### config.mk
export PLATFORM = sky130hd
export DESIGN_NAME = sd_host_command_tracker
export DESIGN_NICKNAME = d
export VERILOG_FILES = /design/src/hdl/sdht_pkg.sv /design/src/hdl/sdht_issue.sv /design/src/hdl/sdht_tracker.sv /design/src/hdl/sd_host_command_tracker.sv
export SDC_FILE = /design/constraint.sdc
export NUM_CORES = 1
export LEC_CHECK = 0
export ABC_AREA = 1
export BUFFER_PORTS_ARGS = -buffer_cell sky130_fd_sc_hd__buf_4
export CAP_MARGIN = 20
export CELL_PAD_IN_SITES_DETAIL_PLACEMENT = 0
export CELL_PAD_IN_SITES_GLOBAL_PLACEMENT = 1
export CORE_ASPECT_RATIO = 0.6
export CORE_MARGIN = 2
export CORE_UTILIZATION = 35
export CTS_CLUSTER_DIAMETER = 30
export DETAILED_ROUTE_END_ITERATION = 10
export PLACE_DENSITY = 0.69
export SYNTH_ARGS = -nofsm -noshare
export SYNTH_HDL_FRONTEND = slang
export SYNTH_SLANG_ARGS = --single-unit
### constraint.sdc
create_clock -name clk_i -period 4.07 [get_ports clk_i]
set_clock_uncertainty 0.2 [all_clocks]
set_input_delay 0 -clock clk_i [delete_from_list [all_inputs] [get_ports clk_i]]
set_output_delay 0 -clock clk_i [all_outputs]
set_load 0.03 [all_outputs]
### src/hdl/sdht_pkg.sv
// ----------------------------------------------------------------------------
// sdht_pkg
// shared types, codes and helpers for the sd host command tracker
// ----------------------------------------------------------------------------
package sdht_pkg;

  // response kinds of an issue item
  localparam logic [2:0] RESP_NONE = 3'd0;
  localparam logic [2:0] RESP_R1   = 3'd1;
  localparam logic [2:0] RESP_R1B  = 3'd2;
  localparam logic [2:0] RESP_R2   = 3'd3;
  localparam logic [2:0] RESP_R3   = 3'd4;
  localparam logic [2:0] RESP_R6   = 3'd5;
  localparam logic [2:0] RESP_R7   = 3'd6;

  // item kinds
  localparam logic ITEM_ISSUE  = 1'b0;
  localparam logic ITEM_STATUS = 1'b1;

  // data size limits
  localparam int unsigned BLOCK_BYTES    = 512;
  localparam int unsigned MAX_BLOCKS     = 16'hFFFF;
  localparam logic [25:0] MAX_DATA_BYTES = 26'(MAX_BLOCKS * BLOCK_BYTES);
  localparam logic [25:0] SHORT_BYTES    = 26'd8;
  localparam logic [25:0] ONE_BLOCK      = 26'(BLOCK_BYTES);

  typedef enum logic [2:0] {
    OUT_OK          = 3'd0,
    OUT_CMD_TIMEOUT = 3'd1,
    OUT_CMD_ERROR   = 3'd2,
    OUT_DATA_ERROR  = 3'd3,
    OUT_DATA_TIMEOUT = 3'd4,
    OUT_NO_CARD     = 3'd5,
    OUT_WRONG_INT   = 3'd6,
    OUT_NOT_SUPP    = 3'd7
  } outcome_e;

  typedef struct packed {
    logic        cmd;
    logic [5:0]  cmd_index;
    logic [31:0] argument;
    logic [2:0]  response_kind;
    logic        has_data;
    logic        read_dir;
    logic [25:0] transfer_bytes;
    logic [15:0] normal_status;
    logic [15:0] error_status;
    logic [15:0] acmd_err_status;
  } in_item_t;

  typedef struct packed {
    logic        done_res;
    logic [2:0]  outcome;
    logic [15:0] command_word;
    logic [15:0] transfer_mode_word;
    logic [15:0] block_count;
    logic [31:0] argument_out;
    logic [15:0] ack_normal;
    logic [15:0] ack_error;
  } res_item_t;

  // words built for an issue item
  typedef struct packed {
    logic        bad_size;
    logic [15:0] command_word;
    logic [15:0] transfer_mode_word;
    logic [15:0] block_count;
  } issue_t;

  // tracking state of the command in flight
  typedef struct packed {
    logic waiting;
    logic busy_response;
    logic cmd_done_seen;
    logic xfer_done_seen;
  } track_t;

  // error word classification by priority
  function automatic outcome_e classify_error(logic [15:0] err, logic [15:0] acmd);
    outcome_e res;
    if (err[8]) begin
      res = acmd[1] ? OUT_CMD_TIMEOUT : OUT_CMD_ERROR;
    end else if (err[6:5] != 2'b00) begin
      res = OUT_DATA_ERROR;
    end else if (err[4]) begin
      res = OUT_DATA_TIMEOUT;
    end else if (err[3:1] != 3'b000) begin
      res = OUT_CMD_ERROR;
    end else if (err[0]) begin
      res = OUT_CMD_TIMEOUT;
    end else begin
      res = OUT_CMD_ERROR;
    end
    return res;
  endfunction

endpackage

### src/hdl/sdht_issue.sv
// ----------------------------------------------------------------------------
// sdht_issue
// builds command, transfer mode and block count words and checks data size
// ----------------------------------------------------------------------------
module sdht_issue import sdht_pkg::*; (
  input  in_item_t item_i,
  output issue_t   issue_o
);

  logic [1:0] resp_type;
  logic       idx_chk;
  logic       crc_chk;
  logic       is_short;
  logic       multi;

  always_comb begin
    case (item_i.response_kind)
      RESP_R1, RESP_R3, RESP_R6, RESP_R7: resp_type = 2'd2;
      RESP_R1B:                           resp_type = 2'd3;
      RESP_R2:                            resp_type = 2'd1;
      default:                            resp_type = 2'd0;
    endcase
  end

  assign idx_chk  = !(item_i.response_kind inside {RESP_R2, RESP_R3});
  assign crc_chk  = (item_i.response_kind != RESP_R3);
  assign is_short = (item_i.transfer_bytes == SHORT_BYTES);
  assign multi    = (item_i.transfer_bytes > ONE_BLOCK);

  always_comb begin
    issue_o = '0;
    issue_o.bad_size = ((item_i.transfer_bytes[8:0] != 9'd0) && !is_short) ||
                       (item_i.transfer_bytes > MAX_DATA_BYTES);
    issue_o.command_word = {2'b00, item_i.cmd_index, 2'b00, item_i.has_data, idx_chk,
                            crc_chk, 1'b0, resp_type};
    // multiblock: block count enable and multi-block select
    if (multi) begin
      issue_o.transfer_mode_word[5] = 1'b1;
      issue_o.transfer_mode_word[1] = 1'b1;
      issue_o.block_count = item_i.transfer_bytes[24:9];
    end
    issue_o.transfer_mode_word[4] = item_i.read_dir;
    // auto cmd12 unless short transfer
    issue_o.transfer_mode_word[2] = !is_short;
  end

endmodule

### src/hdl/sdht_tracker.sv
// ----------------------------------------------------------------------------
// sdht_tracker
// command-in-flight state and the result of one item
// ----------------------------------------------------------------------------
module sdht_tracker import sdht_pkg::*; (
  input  logic      clk_i,
  input  logic      rst_ni,
  input  logic      step_i,
  input  in_item_t  item_i,
  input  issue_t    issue_i,
  output res_item_t res_o,
  output track_t    state_o
);

  track_t state_q, state_d;
  logic   done;

  always_comb begin
    res_o   = '0;
    state_d = state_q;
    done    = 1'b0;
    if (item_i.cmd == ITEM_ISSUE) begin
      state_d = '0;
      if (!item_i.has_data) begin
        res_o.command_word    = issue_i.command_word;
        res_o.argument_out    = item_i.argument;
        state_d.waiting       = 1'b1;
        state_d.busy_response = (item_i.response_kind == RESP_R1B);
      end else if (issue_i.bad_size) begin
        done          = 1'b1;
        res_o.outcome = OUT_NOT_SUPP;
      end else begin
        done                     = 1'b1;
        res_o.command_word       = issue_i.command_word;
        res_o.transfer_mode_word = issue_i.transfer_mode_word;
        res_o.block_count        = issue_i.block_count;
        res_o.argument_out       = item_i.argument;
      end
    end else if (state_q.waiting && (item_i.normal_status != 16'd0)) begin
      res_o.ack_normal = item_i.normal_status;
      if (item_i.normal_status[15]) begin
        res_o.ack_error = item_i.error_status;
        res_o.outcome   = classify_error(item_i.error_status, item_i.acmd_err_status);
        done            = 1'b1;
      end else if (item_i.normal_status[7]) begin
        res_o.outcome = OUT_NO_CARD;
        done          = 1'b1;
      end else if (!state_q.busy_response) begin
        res_o.outcome = item_i.normal_status[0] ? OUT_OK : OUT_WRONG_INT;
        done          = 1'b1;
      end else begin
        // r1b needs both completions, possibly over several items
        if (item_i.normal_status[0]) state_d.cmd_done_seen = 1'b1;
        if (item_i.normal_status[1]) state_d.xfer_done_seen = 1'b1;
        done = state_d.cmd_done_seen && state_d.xfer_done_seen;
      end
      if (done) state_d = '0;
    end
    res_o.done_res = done;
  end

  always_ff @(posedge clk_i or negedge rst_ni) begin
    if (!rst_ni) begin
      state_q <= '0;
    end else if (step_i) begin
      state_q <= state_d;
    end
  end

  assign state_o = state_q;

endmodule

### src/hdl/sd_host_command_tracker.sv
// ----------------------------------------------------------------------------
// sd_host_command_tracker
// builds sd host controller command words and tracks their completion
// ----------------------------------------------------------------------------
// Each input item yields exactly one result item. An item is registered on
// acceptance, worked out in shallow combinational logic against the
// tracking state and lands in the output register; a new item is taken in
// every cycle while the output side keeps up, and the only limit on rate is
// the single input register and the output register, which stalls the input
// only when a result is still waiting to be taken.
// Issue items return the command, transfer mode, block count and argument
// words; status items return the bits to acknowledge and, once the command
// has finished, its outcome.
module sd_host_command_tracker import sdht_pkg::*; (
  input  logic      clk_i,
  input  logic      rst_ni,
  input  logic      in_valid_i,
  output logic      in_stall_o,
  input  in_item_t  in_item_i,
  output logic      out_valid_o,
  input  logic      out_stall_i,
  output res_item_t out_item_o
);

  // input register
  logic      s1_valid_q;
  in_item_t  s1_item_q;
  // result register
  logic      s2_valid_q;
  res_item_t s2_item_q;

  logic      advance;
  logic      in_fire;
  issue_t    issue;
  res_item_t res;
  track_t    state;

  // the registered item moves on when the result register is free or drains
  assign advance    = s1_valid_q && (!s2_valid_q || !out_stall_i);
  assign in_stall_o = s1_valid_q && !advance;
  assign in_fire    = in_valid_i && !in_stall_o;

  always_ff @(posedge clk_i or negedge rst_ni) begin
    if (!rst_ni) begin
      s1_valid_q <= 1'b0;
    end else if (in_fire) begin
      s1_valid_q <= 1'b1;
    end else if (advance) begin
      s1_valid_q <= 1'b0;
    end
  end

  always_ff @(posedge clk_i) begin
    if (in_fire) s1_item_q <= in_item_i;
  end

  // word building for issue items
  sdht_issue u_issue (
    .item_i  (s1_item_q),
    .issue_o (issue)
  );

  // state of the command in flight, updated once per item
  sdht_tracker u_tracker (
    .clk_i   (clk_i),
    .rst_ni  (rst_ni),
    .step_i  (advance),
    .item_i  (s1_item_q),
    .issue_i (issue),
    .res_o   (res),
    .state_o (state)
  );

  always_ff @(posedge clk_i or negedge rst_ni) begin
    if (!rst_ni) begin
      s2_valid_q <= 1'b0;
    end else if (advance) begin
      s2_valid_q <= 1'b1;
    end else if (!out_stall_i) begin
      s2_valid_q <= 1'b0;
    end
  end

  always_ff @(posedge clk_i) begin
    if (advance) s2_item_q <= res;
  end

  assign out_valid_o = s2_valid_q;
  assign out_item_o  = s2_item_q;

  // outcome only carries meaning on a finished command
  a_outcome_needs_done : assert property (@(posedge clk_i) disable iff (!rst_ni)
    (out_valid_o && !out_item_o.done_res) |-> (out_item_o.outcome == OUT_OK))
    else $error("outcome set without done");

  // a rejected transfer writes no words
  a_reject_zero : assert property (@(posedge clk_i) disable iff (!rst_ni)
    (out_valid_o && out_item_o.outcome == OUT_NOT_SUPP) |->
      (out_item_o.command_word == 16'd0 && out_item_o.argument_out == 32'd0))
    else $error("rejected issue carries words");

  // r1b tracking only exists for a command in flight
  a_busy_in_flight : assert property (@(posedge clk_i) disable iff (!rst_ni)
    state.busy_response |-> state.waiting)
    else $error("busy response without command in flight");

  a_seen_needs_busy : assert property (@(posedge clk_i) disable iff (!rst_ni)
    (state.cmd_done_seen || state.xfer_done_seen) |-> state.busy_response)
    else $error("completion flags without r1b command");

  // the input side only stalls behind a held item
  a_stall_cause : assert property (@(posedge clk_i) disable iff (!rst_ni)
    in_stall_o |-> (s1_valid_q && s2_valid_q && out_stall_i))
    else $error("input stalled without a held result");

endmodule

# --- Yosys cells after proc, flatten, opt, wreduce, memory -nomap -nowiden ---
# Index checks and enable logic that the tools add are counted.
# Widths: inputs -> output; s select.
classes:
  n_lt_le_gt_ge: 2
  bitwise_logic: 2
  n_reduce_logical: 28
  mux: 51
  n_eq_ne: 14
ops:
  columns: ["cell", "n"]
  rows:
  - ["$mux 78", 1]
  - ["$mux 3", 12]
  - ["$mux 32", 1]
  - ["$eq 26x4->1 const B", 1]
  - ["$gt 26x10->1 const B", 1]
  - ["$gt 26x25->1 const B", 1]
  - ["$mux 1", 25]
  - ["$mux 16", 1]
  - ["$reduce_bool 16->1", 1]
  - ["$mux 14", 1]
  - ["$mux 2", 6]
  - ["$mux 4", 3]
  - ["$eq 3x3->1 const B", 3]
  - ["$reduce_bool 9->1", 1]
  - ["$reduce_or 4->1", 2]
  - ["$eq 3x2->1 const B", 2]
  - ["$logic_and 1x1->1", 6]
  - ["$logic_not 1->1", 6]
  - ["$ne 2x1->1 const B", 3]
  - ["$ne 3x2->1 const B", 2]
  - ["$pmux 2 s3", 1]
  - ["$reduce_and 3->1", 2]
  - ["$reduce_bool 2->1", 3]
  - ["$reduce_and 5->1", 1]
  - ["other kinds (9)", 11]
totals:
  out_inout_bits: 118
  register_bits: 226

# --- Logic depth before layout (Yosys ltp) ---
depth:
  depth_word: 15
  depth_mapped: 11
  depth_no_buf: 10

# --- Cells and area by module ---
# A second synthesis with hierarchy kept.
unflattened:
  hier_cells: 666
  hier_area_um2: 8987.4
modules_own_cells:
  columns: ["mod", "cells_each", "area_per_inst_um2", "n_inst", "seq_area_each_um2"]
  rows:
  - ["sd_host_command_tracker", 246, 7121.8, 1, 7076.8]
  - ["sdht_tracker", 312, 1317.5, 1, 100.1]
  - ["sdht_issue", 108, 548.0, 1, 0.0]

# --- Worst setup path before layout ---
# No wires, ideal clock.
synth_path:
  path_kind: "flip-flop to flip-flop"
  start: "register s2_valid_q, in the netlist out_valid_o"
  end: "register s1_item_q[100] in the netlist's numbering (enable)"
  arrival_time_ps: 2919
  n_path_buf: 0
  path_stages_with_launch: 6
  path_slack_ps: 495
  path_cell_list: "dfrtp_1 -> nand2_1 -> nor2_1 -> inv_1 -> nand2_1 -> inv_1"
synth_between:
  elab_chain_len: 7
synth_lines:
  columns: ["element", "line_no", "rtl"]
  rows:
  - ["start: declaration", "sd_host_command_tracker.sv:29", "logic s2_valid_q;"]
  - ["start signal: assignment", "sd_host_command_tracker.sv:76", "s2_valid_q <= 1'b0;"]
  - ["start signal: assignment", "sd_host_command_tracker.sv:78", "s2_valid_q <= 1'b1;"]
  - ["start signal: assignment", "sd_host_command_tracker.sv:80", "s2_valid_q <= 1'b0;"]
  - ["$logic_not 1->1", "sd_host_command_tracker.sv:39", "assign advance = s1_valid_q && (!s2_valid_q || !out_stall_i);"]
  - ["$logic_or 1x1->1", "sd_host_command_tracker.sv:39", null]
  - ["$logic_and 1x1->1", "sd_host_command_tracker.sv:39", null]
  - ["$logic_not 1->1", "sd_host_command_tracker.sv:40", "assign in_stall_o = s1_valid_q && !advance;"]
  - ["$logic_and 1x1->1", "sd_host_command_tracker.sv:40", null]
  - ["net in_stall_o", "sd_host_command_tracker.sv:18", "output logic in_stall_o,"]
  - ["$logic_not 1->1", "sd_host_command_tracker.sv:41", "assign in_fire = in_valid_i && !in_stall_o;"]
  - ["$logic_and 1x1->1", "sd_host_command_tracker.sv:41", null]
  - ["net in_fire", "sd_host_command_tracker.sv:33", "logic in_fire;"]
  - ["end signal: assignment", "sd_host_command_tracker.sv:54", "if (in_fire) s1_item_q <= in_item_i;"]
  - ["end: declaration", "sd_host_command_tracker.sv:27", "in_item_t s1_item_q;"]
# The timed path passes the listed nets, and every way through them passes these cells.
# A chain may end at the register's enable or synchronous reset.

# --- Final worst setup path ---
layout_path:
  start: "register s1_item_q[68] in the netlist's numbering"
  end: "register s2_item_q (netlist bit out_item_o[45]), data pin"
layout_between:
  elab_chain_len: 6
  elab_cells_between_ends: 7
  classes_between: "order compare (1); eq/ne (1); mux (2); reduce/logical (3)"
layout_lines:
  columns: ["element", "line_no", "rtl"]
  rows:
  - ["branches (longest 3 deep; another with $gt 26x25->1)", null, null]
  - ["$logic_or 1x1->1 (*)", "sdht_issue.sv:32", "issue_o.bad_size = ((item_i.transfer_bytes[8:0] != 9'd0) && !is_short) ||"]
  - ["$mux 78 (*)", "sdht_tracker.sv:29", "end else if (issue_i.bad_size) begin"]
  - ["$mux 32 (*)", "sdht_tracker.sv:24", "if (!item_i.has_data) begin"]
  - ["end signal: assignment", "sd_host_command_tracker.sv:85", "if (advance) s2_item_q <= res;"]
  - ["end: declaration", "sd_host_command_tracker.sv:30", "res_item_t s2_item_q;"]
# Every way passes the cells marked *.

==> impl_metrics.csv <==
group,metric,value,unit
status,outcome,"finished, final reports clean",
sta,setup_viol,0,
sta,rsz0062_at_grt,"no",
die,initial_core_util,35.98,%
die,io-pin-count,240,
sta,tns,0,ps
placed_design,place_congestion,0.7677,
synthesis,yosys.area_share.simple,10.03,%
clocking,cts_buffer_depth,3,
sta,final_max_slew_viol_count,0,
synthesis,synth_top_family_by_area,"simple AND/OR/NAND/NOR gates",
sta,finalCriticalPeriod,2453,ps
synthesis,ys_seq_elements,207,
sta,hold_viol_final,0,
route,drt-initial-drc-count,191,
worst_setup_path,path_cells,"nor2_1, nand3_1, nor2_1, nand3_1, nand2_2, nand2_2, nand2_2, nand2_2, nor2_1",
worst_setup_path,crit_slowest_cell,"nand2_2",
min_path,worstHoldPathType,"primary input to flop",
worst_setup_path,cp_max_fo,40,
clocking,cts.sinks,207,
worst_setup_path,cp-end-kind,"flop",
power_and_ir_drop,pwr_density_cell,487.2,nW/um2
sta,slew-limit-headroom,41.48,%
grt,grt_max_degree,48,
die,die_area,23010,um2
synthesis,syn_avg_cell_area,14.38,um2
worst_setup_path,critical-path-max-stage-delay,480,ps
synthesis,synth_cell_types,26,
worst_setup_path,critPathKind,"flop to flop",
min_path,hp-start,"in_item_i[47]",
placed_design,dpl-instance-area,9427,um2
worst_setup_path,crit_start,"s1_item_q[68]$_DFFE_PP_",
synthesis,ys_warn_count,0,
worst_setup_path,r2r_start,"s1_item_q[68]$_DFFE_PP_",
synthesis,synth_compound_area_share,0.7715,%
clocking,clkLatencyLatePin,540,ps
sta,tightestPinTransition,874.7,ps
route,routed_wl,18.37,mm
power_and_ir_drop,vdd_drop_max,0.2901,mV
cells_and_area,layout_common_cells,"210 x buf_4, 209 x dlygate4sd3_1, 201 x edfxtp_1, 111 x nor2_1, 106 x inv_1",
sta,period_share,60.27,%
grt,grt-ovfl-total,0,
route,num_vias,5336,
placed_design,port-buffer-count,207,
placed_design,dpl.cell_count,1011,
clocking,hold_buffers,209,
synthesis,synth_area,7622,um2
synthesis,yosysSeqAreaShare,81.16,%
sta,fmax,407.7,MHz
placed_design,hpwl,10.93,mm
synthesis,synth_top_area_share,79.19,%
cells_and_area,synthToLayoutAreaGrowth,64.71,%
cells_and_area,final_area,12550,um2
route,vias_per_cell,4.179,
cells_and_area,nNetsFinal,1095,
synthesis,synthXorXnorAreaFrac,0,%
cells_and_area,final_common_cell,"buf_4",
worst_setup_path,crit_top_cell,"nand2_2",
route,wl_per_cell,14.39,um
grt,grt_util_all_layers,15.97,%
sta,whs,38.08,ps
job,maxCapViolCount,0,
clocking,cts_tree,"yes",
die,core,21190,um2
die,die_w,194.5,um
grt,grt_pass1_wl,28.84,mm
clocking,cts-root-buf,"clkbuf_16",
power_and_ir_drop,power_leakage,5.472,nW
worst_setup_path,startpoint_type,"flop",
synthesis,muxShareOfSynthArea,0,%
synthesis,synth_top_area_cell,"edfxtp_1",
worst_setup_path,crit_arrival,2620,ps
cells_and_area,fin_util,59.26,%
route,antenna_left,0,
synthesis,synth_cells,530,
clocking,ctsHtreeMaxLevel,1,
grt,grt_pass1_vias,5584,
route,first_pass_iters,4,
power_and_ir_drop,power,6.116,mW
route,drc,0,
clocking,numCtsBuffers,30,
clocking,cts_setup_buffers,0,
clocking,clk_pin_slew,60,ps
placed_design,detailedPlace.worstSlack,1623,ps
sta,worst_slack,1617,ps
clocking,cts_resized,0,
grt,antenna_found_initial,1,
die,rows,41,
die,chipHeight,118.3,um
worst_setup_path,cp.required,4240,ps
synthesis,synth_fa_ha_area_share,0,%
synthesis,netlist_top_cells_area,"edfxtp_1 79%, nor2_1 5.5%, inv_1 5.3%, dfrtp_1 2.0%, buf_4 1.9%",
cells_and_area,stdcell_count,1277,
cells_and_area,drive_above_1_share,27.88,%
## synth_stat cells
cell type,number
edfxtp_1,201
nor2_1,111
inv_1,107
nand2_1,33
buf_4,19
nand3_1,12
dfrtp_1,6
buf_6,5
nand2_2,5
nand4_1,5
o21ai_0,5
nor3_1,3
a21oi_1,2
nor2_2,2
nor2_4,2
o211ai_1,2
a22o_1,1
and2_1,1
buf_2,1
conb_1,1
inv_2,1
nand3_2,1
nand4_2,1
nor3b_1,1
or2_2,1
or3b_1,1
## report_power, final
group	internal, mW	switching (mW)	leakage [nW]	total [mW]
Combinational	0.364	0.506	2.92	0.870
Clock	1.57	1.04	0.509	2.61
Sequential	2.57	0.0652	2.04	2.64
Total	4.51	1.61	5.47	6.12
## critical path, delay by kind of cell (launching register included)
kind,cells,cell delay (ps)
DFF,1,410
and+or+nand+nor,9,1650
## path summary, 6_finish.rpt
| check | end | slack (ps) | depth (start not counted) |
|---|---|---|---|
| hold reg to reg | u_tracker.state_o[1]$_DFFE_PN0P_ | 290 | 2 |
| setup reg to reg | out_item_o[45]$_SDFFCE_PP0P_ | 1620 | 9 |
| hold / removal | s1_item_q[47]$_DFFE_PP_ | 40 | 2 |
| max in group asynchronous | u_tracker.state_o[0]$_DFFE_PN0P_ | 3230 | 3 |
| min in group asynchronous | out_valid_o$_DFFE_PN0P_ | 210 | 3 |
| setup / recovery | out_item_o[45]$_SDFFCE_PP0P_ | 1620 | 9 |
## cell families after synthesis
kind of cell	after synthesis
other	1
buffers and inverters	133
and+or+nand+nor	179
DFF	207
AOI/OAI and AO/OA	10
## routing by layer
| layer | global-route usage, % | part of all wire, % | vias to the layer above | wire, um |
|---|---|---|---|---|
| li1 | - | - | 2617 | - |
| met2 | 27.44 | 48 | 176 | 8848 |
| met5 | 0 | 0 | - | 0 |
| met4 | 3.462 | 1.8 | 0 | 332 |
| met1 | 19.09 | 41 | 2514 | 7611 |
| met3 | 6.164 | 8.6 | 29 | 1579 |
## sequential cells by signal (all words and copies together) (netlist names)
signal,flops
s1_item_q,103
out_item_o,98
u_tracker.state_o,4
out_valid_o,1
s1_valid_q,1
## final cells by class
type	instances	area, um2
clock inverters	24	254.0
clock buffers	32	779.5
multi-input cells	206	887.1
well taps	279	349.1
fillers	1625	8632
inverters	108	407.9
flip-flops and latches	207	6186
diodes	1	2.502
repair buffers	420	3689
No activity file was read; power rests on OpenSTA's default activity.
